## src/rtl/core/tsc_pkg.sv

```systemverilog
// Token start classifier package: token class and comment mark codes,
// character constants and the byte classification function.
// No dependencies; used by the top level, the checker and the testbench.
package tsc_pkg;

	// Comment nesting counter width
	localparam int unsigned DEPTH_BITS = 8;
	localparam logic [DEPTH_BITS-1:0] DEPTH_MAX = {DEPTH_BITS{1'b1}};

	// Configuration port
	localparam int unsigned ADDR_W = 3;
	localparam int unsigned DATA_W = 32;

	// Token class codes
	localparam logic [4:0] TC_NUMBER  = 5'd0;
	localparam logic [4:0] TC_NAME    = 5'd1;
	localparam logic [4:0] TC_HEXLIT  = 5'd2;
	localparam logic [4:0] TC_SIGN    = 5'd3;
	localparam logic [4:0] TC_COMMA   = 5'd4;
	localparam logic [4:0] TC_PERIOD  = 5'd5;
	localparam logic [4:0] TC_OPEN    = 5'd6;
	localparam logic [4:0] TC_CLOSE   = 5'd7;
	localparam logic [4:0] TC_EQUALS  = 5'd8;
	localparam logic [4:0] TC_QUOTE   = 5'd9;
	localparam logic [4:0] TC_SQUOTE  = 5'd10;
	localparam logic [4:0] TC_COLON   = 5'd11;
	localparam logic [4:0] TC_DOLLAR  = 5'd12;
	localparam logic [4:0] TC_MULTOP  = 5'd13;
	localparam logic [4:0] TC_POWER   = 5'd14;
	localparam logic [4:0] TC_RELOP   = 5'd15;
	localparam logic [4:0] TC_OTHER   = 5'd16;
	localparam logic [4:0] TC_ENDFILE = 5'd17;

	// Comment mark codes
	localparam logic [1:0] CM_NONE  = 2'd0;
	localparam logic [1:0] CM_BEGIN = 2'd1;
	localparam logic [1:0] CM_END   = 2'd2;

	// Character constants
	localparam logic [7:0] CH_SLASH  = 8'h2F;
	localparam logic [7:0] CH_STAR   = 8'h2A;
	localparam logic [7:0] CH_BANG   = 8'h21;
	localparam logic [7:0] CH_EQUAL  = 8'h3D;
	localparam logic [7:0] CH_X_UP   = 8'h58;
	localparam logic [7:0] CH_X_LOW  = 8'h78;
	localparam logic [7:0] CH_SQUOTE = 8'h27;
	localparam logic [7:0] CH_DQUOTE = 8'h22;
	localparam logic [7:0] CH_PLUS   = 8'h2B;
	localparam logic [7:0] CH_MINUS  = 8'h2D;
	localparam logic [7:0] CH_COMMA  = 8'h2C;
	localparam logic [7:0] CH_PERIOD = 8'h2E;
	localparam logic [7:0] CH_LPAREN = 8'h28;
	localparam logic [7:0] CH_RPAREN = 8'h29;
	localparam logic [7:0] CH_COLON  = 8'h3A;
	localparam logic [7:0] CH_DOLLAR = 8'h24;
	localparam logic [7:0] CH_LT     = 8'h3C;
	localparam logic [7:0] CH_GT     = 8'h3E;
	localparam logic [7:0] CH_UNDER  = 8'h5F;

	function automatic logic is_digit(input logic [7:0] c);
		return (c >= 8'h30) && (c <= 8'h39);
	endfunction

	function automatic logic is_name_start(input logic [7:0] c);
		return ((c >= 8'h61) && (c <= 8'h7A)) || ((c >= 8'h41) && (c <= 8'h5A))
			|| (c == CH_UNDER);
	endfunction

	// Space, tab, newline, vertical tab, form feed, carriage return
	function automatic logic is_white(input logic [7:0] c);
		return (c == 8'h20) || ((c >= 8'h09) && (c <= 8'h0D));
	endfunction

	// Class of the token starting at c, with one byte of lookahead n
	function automatic logic [4:0] classify(input logic [7:0] c, input logic [7:0] n);
		logic [4:0] tc;
		tc = TC_OTHER;
		if (is_digit(c)) begin
			tc = TC_NUMBER;
		end else if (is_name_start(c)) begin
			tc = ((c == CH_X_UP || c == CH_X_LOW) && n == CH_SQUOTE) ? TC_HEXLIT : TC_NAME;
		end else begin
			unique case (c)
				CH_PLUS, CH_MINUS: tc = TC_SIGN;
				CH_COMMA:          tc = TC_COMMA;
				CH_PERIOD:         tc = is_digit(n) ? TC_NUMBER : TC_PERIOD;
				CH_LPAREN:         tc = TC_OPEN;
				CH_RPAREN:         tc = TC_CLOSE;
				CH_EQUAL:          tc = TC_EQUALS;
				CH_DQUOTE:         tc = TC_QUOTE;
				CH_SQUOTE:         tc = TC_SQUOTE;
				CH_COLON:          tc = TC_COLON;
				CH_DOLLAR:         tc = TC_DOLLAR;
				CH_SLASH:          tc = TC_MULTOP;
				CH_STAR:           tc = (n == CH_STAR) ? TC_POWER : TC_MULTOP;
				CH_LT, CH_GT:      tc = TC_RELOP;
				CH_BANG:           tc = (n == CH_EQUAL) ? TC_RELOP : TC_OTHER;
				default:           tc = TC_OTHER;
			endcase
		end
		return tc;
	endfunction

endpackage

```

## src/rtl/core/tsc_if.sv

```systemverilog
// Valid/ready channel interfaces of the token start classifier:
// the source byte channel and the token result channel.
// Depends on nothing beyond plain logic types.
interface tsc_byte_if;
	logic       valid;
	logic       ready;
	logic [7:0] char_byte;
	logic [7:0] next_byte;
	logic       end_of_file;

	modport source (output valid, char_byte, next_byte, end_of_file, input ready);
	modport sink (input valid, char_byte, next_byte, end_of_file, output ready);
endinterface

interface tsc_token_if;
	logic       valid;
	logic       ready;
	logic [4:0] token_class;
	logic [1:0] comment_mark;
	logic       unclosed_comment;

	modport source (output valid, token_class, comment_mark, unclosed_comment, input ready);
	modport sink (input valid, token_class, comment_mark, unclosed_comment, output ready);
endinterface

```

## src/rtl/core/token_start_classifier_top.sv

```systemverilog
// Token start classifier top level: byte register, classification and
// comment tracking, result register and the APB-style register port.
// Depends on tsc_pkg and the channel interfaces in tsc_if.sv.
//
// Usage:
//   item   - sink channel; one source byte, its lookahead byte and an
//            end-of-file flag per transaction.
//   result - source channel; a token class, comment mark and unclosed
//            comment flag. Whitespace, NUL, comment text and consumed
//            delimiter halves produce no transaction.
//   APB    - register 0 at address 0 is pass_comments (bit 0); the user
//            keeps it written only while the block is idle; the block does not enforce it.
// An accepted byte reaches the result channel through the byte register,
//   then the result register.
// Throughput: one transaction per cycle unless the receiver stalls. The
//   comment depth and skip flag are updated as each byte leaves the byte register.
// Reset clears the depth, the skip flag, pass_comments and both valid
//   flags. When the receiver stalls, the result register holds and one more
//   byte waits in the byte register; bytes that produce nothing still drain.
module token_start_classifier_top
	import tsc_pkg::*;
(
	input  logic              clk,
	input  logic              arst_n,
	tsc_byte_if.sink          item,
	tsc_token_if.source       result,
	input  logic              psel,
	input  logic              penable,
	input  logic              pwrite,
	input  logic [ADDR_W-1:0] paddr,
	input  logic [DATA_W-1:0] pwdata,
	output logic [DATA_W-1:0] prdata,
	output logic              pready
);

	// Configuration and lexer state
	logic                  pass_q;
	logic [DEPTH_BITS-1:0] depth_q;
	logic                  skip_q;

	// Byte register
	logic                  valid_s1;
	logic [7:0]            char_s1;
	logic [7:0]            next_s1;
	logic                  eof_s1;

	// Result register
	logic                  valid_s2;
	logic [4:0]            class_s2;
	logic [1:0]            mark_s2;
	logic                  unclosed_s2;

	// Combinational decision for the byte in stage 1
	logic                  emit;
	logic [4:0]            class_d;
	logic [1:0]            mark_d;
	logic                  unclosed_d;
	logic [DEPTH_BITS-1:0] depth_d;
	logic                  skip_d;
	logic                  adv_s1;
	logic                  slot_free;
	logic                  open_seq;
	logic                  close_seq;
	logic                  in_comment;

	// Register port
	logic                  cfg_wr;

	assign pready = 1'b1;
	assign cfg_wr = psel && penable && pwrite && (paddr[ADDR_W-1] == 1'b0);
	assign prdata = (paddr[ADDR_W-1] == 1'b0) ? {{(DATA_W-1){1'b0}}, pass_q} : '0;

	always_ff @(posedge clk or negedge arst_n) begin
		if (!arst_n) begin
			pass_q <= 1'b0;
		end else if (cfg_wr) begin
			pass_q <= pwdata[0];
		end
	end

	// Classification and state update
	assign open_seq   = (char_s1 == CH_SLASH) && (next_s1 == CH_STAR);
	assign close_seq  = (char_s1 == CH_STAR) && (next_s1 == CH_SLASH);
	assign in_comment = (depth_q != '0);

	always_comb begin
		emit       = 1'b0;
		class_d    = classify(char_s1, next_s1);
		mark_d     = CM_NONE;
		unclosed_d = 1'b0;
		depth_d    = depth_q;
		skip_d     = skip_q;
		priority if (eof_s1) begin
			emit       = 1'b1;
			class_d    = TC_ENDFILE;
			unclosed_d = in_comment;
			depth_d    = '0;
			skip_d     = 1'b0;
		end else if (skip_q) begin
			skip_d = 1'b0;
		end else if (char_s1 == 8'h00 || is_white(char_s1)) begin
			// dropped
		end else if (close_seq && in_comment) begin
			depth_d = depth_q - DEPTH_BITS'(1);
			skip_d  = 1'b1;
		end else if (open_seq) begin
			if (pass_q) begin
				emit    = !in_comment;
				class_d = TC_OTHER;
				mark_d  = CM_BEGIN;
			end else begin
				if (depth_q != DEPTH_MAX) begin
					depth_d = depth_q + DEPTH_BITS'(1);
				end
				skip_d = 1'b1;
			end
		end else if (in_comment) begin
			// comment text
		end else if (close_seq && pass_q) begin
			emit    = 1'b1;
			class_d = TC_OTHER;
			mark_d  = CM_END;
		end else begin
			emit = 1'b1;
		end
	end

	// Flow control
	assign slot_free  = !valid_s2 || result.ready;
	assign adv_s1     = valid_s1 && (!emit || slot_free);
	assign item.ready = !valid_s1 || adv_s1;

	// Control registers
	always_ff @(posedge clk or negedge arst_n) begin
		if (!arst_n) begin
			valid_s1 <= 1'b0;
			valid_s2 <= 1'b0;
			depth_q  <= '0;
			skip_q   <= 1'b0;
		end else begin
			if (item.ready) begin
				valid_s1 <= item.valid;
			end
			if (adv_s1) begin
				depth_q <= depth_d;
				skip_q  <= skip_d;
			end
			if (adv_s1 && emit) begin
				valid_s2 <= 1'b1;
			end else if (result.ready) begin
				valid_s2 <= 1'b0;
			end
		end
	end

	// Payload registers
	always_ff @(posedge clk) begin
		if (item.ready && item.valid) begin
			char_s1 <= item.char_byte;
			next_s1 <= item.next_byte;
			eof_s1  <= item.end_of_file;
		end
		if (adv_s1 && emit) begin
			class_s2    <= class_d;
			mark_s2     <= mark_d;
			unclosed_s2 <= unclosed_d;
		end
	end

	assign result.valid            = valid_s2;
	assign result.token_class      = class_s2;
	assign result.comment_mark     = mark_s2;
	assign result.unclosed_comment = unclosed_s2;

endmodule

```

## src/flat_wrapper.sv

```systemverilog
// flat-port wrapper written by rule: the top's interface ports become plain ports
module token_start_classifier_top_flat import tsc_pkg::*;
  (clk, arst_n, psel, penable, pwrite, paddr, pwdata, prdata, pready, item_valid, item_char_byte, item_next_byte, item_end_of_file, item_ready, result_valid, result_token_class, result_comment_mark, result_unclosed_comment, result_ready);
  tsc_byte_if item_i ();
  tsc_token_if result_i ();
  input  logic clk;
  input  logic arst_n;
  input  logic psel;
  input  logic penable;
  input  logic pwrite;
  input  logic [ADDR_W-1:0] paddr;
  input  logic [DATA_W-1:0] pwdata;
  output logic [DATA_W-1:0] prdata;
  output logic pready;
  input wire logic [$bits(item_i.valid)-1:0] item_valid;
  input wire logic [$bits(item_i.char_byte)-1:0] item_char_byte;
  input wire logic [$bits(item_i.next_byte)-1:0] item_next_byte;
  input wire logic [$bits(item_i.end_of_file)-1:0] item_end_of_file;
  output wire logic [$bits(item_i.ready)-1:0] item_ready;
  output wire logic [$bits(result_i.valid)-1:0] result_valid;
  output wire logic [$bits(result_i.token_class)-1:0] result_token_class;
  output wire logic [$bits(result_i.comment_mark)-1:0] result_comment_mark;
  output wire logic [$bits(result_i.unclosed_comment)-1:0] result_unclosed_comment;
  input wire logic [$bits(result_i.ready)-1:0] result_ready;
  assign item_i.valid = item_valid;
  assign item_i.char_byte = item_char_byte;
  assign item_i.next_byte = item_next_byte;
  assign item_i.end_of_file = item_end_of_file;
  assign item_ready = item_i.ready;
  assign result_valid = result_i.valid;
  assign result_token_class = result_i.token_class;
  assign result_comment_mark = result_i.comment_mark;
  assign result_unclosed_comment = result_i.unclosed_comment;
  assign result_i.ready = result_ready;
  token_start_classifier_top u_core (.clk(clk), .arst_n(arst_n), .item(item_i), .result(result_i), .psel(psel), .penable(penable), .pwrite(pwrite), .paddr(paddr), .pwdata(pwdata), .prdata(prdata), .pready(pready));
endmodule
```

## config.mk

```make
export PLATFORM = sky130hd
export DESIGN_NAME = token_start_classifier_top_flat
export DESIGN_NICKNAME = d
export VERILOG_FILES = /design/src/rtl/core/tsc_pkg.sv /design/src/rtl/core/tsc_if.sv /design/src/rtl/core/token_start_classifier_top.sv /design/src/flat_wrapper.sv
export SDC_FILE = /design/constraint.sdc
export NUM_CORES = 1
export LEC_CHECK = 0
export BUFFER_PORTS_ARGS = -buffer_cell sky130_fd_sc_hd__buf_2
export CAP_MARGIN = 20
export CORE_ASPECT_RATIO = 0.7
export CORE_MARGIN = 2
export CORE_UTILIZATION = 53
export CTS_CLUSTER_SIZE = 20
export DETAILED_ROUTE_END_ITERATION = 7
export GPL_TIMING_DRIVEN = 0
export PLACE_DENSITY = 0.95
export SLEW_MARGIN = 5
export SYNTH_ARGS = -nofsm -noshare
export SYNTH_HDL_FRONTEND = slang
export SYNTH_SLANG_ARGS = --single-unit
```

## constraint.sdc

```tcl
create_clock -name clk -period 6.5 [get_ports clk]
set_input_delay 0.65 -clock clk [delete_from_list [all_inputs] [get_ports clk]]
set_output_delay 0.65 -clock clk [all_outputs]
set_load 0.02 [all_outputs]
```

---- Yosys cells after proc, flatten, opt, wreduce, memory -nomap -nowiden ----
Cells that the tools add are included.
word-level totals
  register bits ........................... 37
  bits in latches ......................... 0
  bits in writable memories ............... 0
  memory bits (read-only) ................. 0
  input port bits ......................... 59
  output and inout port bits .............. 43
  word-level logic and storage cells ...... 130
  memories ................................ 0
operators by class
  add/subtract/negate cells ............... 2
  multiply operators ...................... 0
  divide/modulo/power cells ............... 0
  magnitude comparators ................... 10
  eq/ne operators ......................... 28
  shift operators ......................... 0
  mux-type cells .......................... 41
  bitwise logic cells ..................... 1
  reduce and logical (&&, ||, !) cells .... 37
operator list
  cell                                                                number
  == test 8 x 6 -> 1 bit (second input constant)                      21
  case mux 5 bit (14 select lines)                                    1
  2-to-1 mux 8 bit                                                    7
  2-to-1 mux 5 bit                                                    10
  == test 8 x 7 -> 1 bit (second input constant)                      3
  2-to-1 mux 1 bit                                                    17
  greater-or-equal comparator 8 x 6 -> 1 bit (second input constant)  2
  greater-or-equal comparator 8 x 7 -> 1 bit (second input constant)  2
  less-or-equal comparator 8 x 6 -> 1 bit (second input constant)     2
  less-or-equal comparator 8 x 7 -> 1 bit (second input constant)     2
  logical AND 1 bit                                                   16
  2-to-1 mux 2 bit                                                    5
  adder 8 x 1 -> 8 bit (second input constant)                        1
  greater-or-equal comparator 8 x 4 -> 1 bit (second input constant)  1
  less-or-equal comparator 8 x 4 -> 1 bit (second input constant)     1
  logical NOT 8 bit                                                   1
  logical OR 1 bit                                                    8
  inequality test 8 bit (second input constant)                       1
  nonzero test 8 bit                                                  1
  subtractor 8 x 1 -> 8 bit (second input constant)                   1
  AND reduction 6 bit                                                 1
  nonzero test 3 bit                                                  2
  logical NOT 1 bit                                                   4
  OR reduction 2 bit                                                  2
  other kinds (7)                                                     7

---- Longest topological paths before layout ----
  word-level depth ........................ 13
  gate-level depth with buffers ........... 12
  gate-level depth less buffers ........... 11

---- Worst setup path after synthesis ----
OpenSTA, ideal clock, no wires.
  path type ............................... register -> register
  start ................................... register u_core.char_s1[7]
  end ..................................... register u_core.depth_q[5]
  setup time .............................. 0.064 ns
  data arrival time ....................... 2.978 ns
  required time ........................... 6.436 ns
  path slack .............................. 3.458 ns
  cell stages (with the launch flop) ...... 12
  path buffers ............................ 0
  clock period less this slack ............ 3.042 ns
  cell sequence ........................... edfxtp_1 -> nor4b_4 -> nand4_2 -> or3b_4 -> inv_1 -> ha_1 -> a21o_1 -> a21oi_1 -> nor2b_1 -> or4_1 -> a31oi_1 -> mux2_4
between the ends
  longest elaborated chain between the ends .. 11
  elaborated cells on any way between the ends .. 29
  those cells by class .................... 2 x order compare; 5 x eq/ne; 9 x mux; 13 x reduce/logical
ends and longest elaborated chain
  element                                                             RTL line                                                                           source
  start: declaration                                                  token_start_classifier_top.sv:43                                                   logic [7:0] char_s1;
  start signal: assignment                                            token_start_classifier_top.sv:159                                                  char_s1 <= item.char_byte;
  greater-or-equal comparator 8 x 4 -> 1 bit (tied with other cells)  tsc_pkg.sv:71                                                                      return (c == 8'h20) || ((c >= 8'h09) && (c <= 8'h0D));
  logical AND 1 bit (on tied branches)                                tsc_pkg.sv:71, token_start_classifier_top.sv:82, token_start_classifier_top.sv:83
  logical OR 1 bit (tied with other cells)                            tsc_pkg.sv:71
  logical OR 1 bit or 2-to-1 mux 1 bit (tied branches)                token_start_classifier_top.sv:101, token_start_classifier_top.sv:103
  2-to-1 mux 1 bit                                                    token_start_classifier_top.sv:101                                                  end else if (char_s1 == 8'h00 || is_white(char_s1)) begin
  2-to-1 mux 1 bit                                                    token_start_classifier_top.sv:99                                                   end else if (skip_q) begin
  2-to-1 mux 1 bit                                                    token_start_classifier_top.sv:93                                                   priority if (eof_s1) begin
  logical NOT 1 bit                                                   token_start_classifier_top.sv:130                                                  assign adv_s1 = valid_s1 && (!emit || slot_free);
  logical OR 1 bit                                                    token_start_classifier_top.sv:130
  logical AND 1 bit                                                   token_start_classifier_top.sv:130
  AND reduction 6 bit (no line)                                       n/a
  end signal: assignment                                              token_start_classifier_top.sv:145                                                  depth_q <= depth_d;
  end: declaration                                                    token_start_classifier_top.sv:38                                                   logic [DEPTH_BITS-1:0] depth_q;
Parallel ways exist; a longest one is shown, timed or not. The select of a mux whose other input is x is not followed.
A chain may end at the register's enable or synchronous reset.

---- Worst setup path in the final report ----
Same ends and word-level chain as after synthesis.

==> run metrics <==
CP top delay family=simple AND/OR/NAND/NOR gates; terminus of the critical flop-to-flop path=u_core.depth_q[5]; antenna-violating nets left=0; Buf/Inv on CP=1; synthesis-to-finish area growth=18.06%; mean routed wirelength per cell=12.69 µm; synthesized instance count=260; post-synthesis sequential area ratio=40.46%; PwrDens=232.3 nW/µm²; Clock Latency Late Sink=0.29 ns; cts hold-fix bufs=0; Netlist Area Pre-Place=2597 µm²; GRT met2 Usage=26.23%; H-tree Lvls=2; hold slack=0.2326 ns; final core utilization=64.48%; diode count=0; met1 usage=30.93%; Mapped Avg Cell Area=9.990 µm²; global-route wire length before repair=8.342 mm; Worst Setup EP=u_core.depth_q[5]; setup bufs post-CTS=0; CP startpoint=u_core.char_s1[7]; Slew HR=50.59%; Inst Count DP=395; CTS Root Cell=clkbuf_8; fin crit period=3.522 ns; reg2reg setup slack=2.98 ns; Port Buffers=36; initial antenna violation count=0; Detailed Routing Iterations Pass 1=4; stages on the worst setup path=11; Critical Path Source Type=flip-flop; pin count of the biggest net entering global routing=18; Yosys reg bits=37; crit path max-delay cell type=edfxtp_1; Critical Path RT=6.73 ns; critical path class=reg -> reg; post-cts sizing count=0; Critical Path, Cell by Cell=nor4b_4 > nand4_2 > or3b_4 > inv_1 > ha_1 > a21o_1 > a21oi_1 > nor2b_1 > or4_1 > a31oi_1 > mux2_4; Final Skew=0.009927 ns; worst r2r src=u_core.char_s1[7]; met3 Use GR=5.284%; GP Congestion=0.8836; Worst Reg-to-Reg Cells=11; DRC=0; Total GRT Usage=19.39%; Tcrit/Tclk final=54.19%; final setup fails=0; die footprint=5486 µm²; Std-Cell Rows=21; max incr delay on CP=0.49 ns; Initial Utilization=54.62%; final worst slack=2.978 ns; Ys Warns=0; top_reg_cell synth=edfxtp_1; Post-synth EDFFs=25; Longest Clk Path Bufs=2; fin. max-slew vios=0; class of the worst hold path=in -> async; vias per cell=5.161; setup TNS=0 ns; routed wire length=5.116 mm; final cell count without fillers=403; Die W=87.68 µm; via count=2080; Max Clk Rate=283.9 MHz; area of the core=4756 µm²; DP Worst Slack=3.017 ns; number of global-route vias before repair=1755; VDD IR-drop max=146.8 µV; Power Total=712.3 µW; GRT busiest layer=met1; worst slew pin tran=0.7316 ns; post-DP HPWL=3.997 mm; crit-path max FO=8; CP Capture Type=flip-flop; status=finished clean; clk sink count=37; count of cell types in the netlist=61; # fillers=387; final instance area=3067 µm²; Remaining Overflow, GRT=0; WP data arrival=3.75 ns; clock input transition at the sequential cells of the worst setup and hold paths=0.08 ns; layout cells sized above 1=28.74%; Num CTS Buffers=5; DR iter-0 viols=189; Hold Vio Cnt, Final=0; MaxCap Viol Count=0; Vert. Die Dim=62.57 µm; RSZ-0062 raised after global routing=no; CTS tree=done; dpl cell area=2977 µm²; async set or reset register ratio after synthesis=32.43%; IO Pins=102; final net count=399; Leak=1.371 nW
[cell families after synthesis]
logic type               synth area share [%]
AND/OR/NAND/NOR                         22.01
AO/OA/AOI/OAI                           13.58
XOR/XNOR                                2.360
other                                  0.2891
buffers and inverters                   12.76
multiplexers                            4.865
flip-flops                              40.46
adder cells (fa/ha/maj)                 3.661
[sequential cells by signal, indices dropped and copies added (netlist names), 2 cells and up]
| register | cells |
|---|---|
| u_core.result.comment_mark | 2 |
| u_core.result.token_class | 5 |
| u_core.char_s1 | 8 |
| u_core.next_s1 | 8 |
| u_core.depth_q | 8 |
[how the worst min path moves through the flow]
stage | from | endpoint | slack [ns] | cells after the start
2_1_floorplan | arst_n | u_core.depth_q[0] | 0.35 | 0
6_report | arst_n | u_core.depth_q[2] | 0.23 | 1
4_1_cts | arst_n | u_core.depth_q[6] | 0.24 | 1
5_1_grt | arst_n | u_core.depth_q[6] | 0.24 | 1
3_3_place_gp | u_core.valid_s1 | u_core.result.valid | 0.51 | 2
3_5_place_dp | u_core.valid_s1 | u_core.result.valid | 0.53 | 2
[per-layer routing]
| metal | wire (µm) | vias to the layer above |
|---|---|---|
| li1 | - | 1055 |
| met1 | 2500 | 938 |
| met2 | 2146 | 81 |
| met3 | 416 | 6 |
| met4 | 52 | 0 |
| met5 | 0 | - |
[synthesized netlist by cell type (6+ instances only)]
master,instances,share of area [%]
buf_4,34,9.8
edfxtp_1,25,29
nand2_1,18,2.6
a21oi_1,14,2.7
nor2_1,13,1.9
o21ai_0,13,2.5
dfrtp_1,12,12
inv_1,10,1.4
nand3_1,9,1.7
mux2_4,7,4.0
nand4_1,7,1.7
clkbuf_1,6,0.87
ha_1,6,2.9
nor2b_1,6,1.4
nor3_1,6,1.2
[layout make-up]
class / count / area (µm²) / share of cell area, %
multi-input cells: 201 / 1328 / 43.29
flip-flops and latches: 37 / 1051 / 34.27
plain buffers: 42 / 294.0 / 9.588
repair buffers: 36 / 180.2 / 5.875
well taps: 69 / 86.33 / 2.815
clock buffers: 5 / 68.82 / 2.244
inverters: 10 / 37.54 / 1.224
clock inverters: 3 / 21.27 / 0.6936
[layout by cell type (no fill, tap or decap), types with 4 or more instances in the layout]
cell type  count
mux2_4         7
nand4_1        7
nor4_1         4
clkbuf_1       6
nand3_1        9
nor2_1        13
nand2_1       18
buf_2         37
nor2b_1        6
dfrtp_1       12
clkbuf_8       5
a21oi_1       14
xnor2_1        4
ha_1           6
inv_1         10
a31oi_1        4
conb_1        32
o21ai_0       13
buf_4         34
nor3_1         6
edfxtp_1      25
[power breakdown]
part / total (mW) / internal, mW / switching (mW)
Clock: 0.160 / 0.0760 / 0.0840
Combinational: 0.222 / 0.0928 / 0.130
Sequential: 0.330 / 0.297 / 0.0334
(Power assumes the default switching activity.)
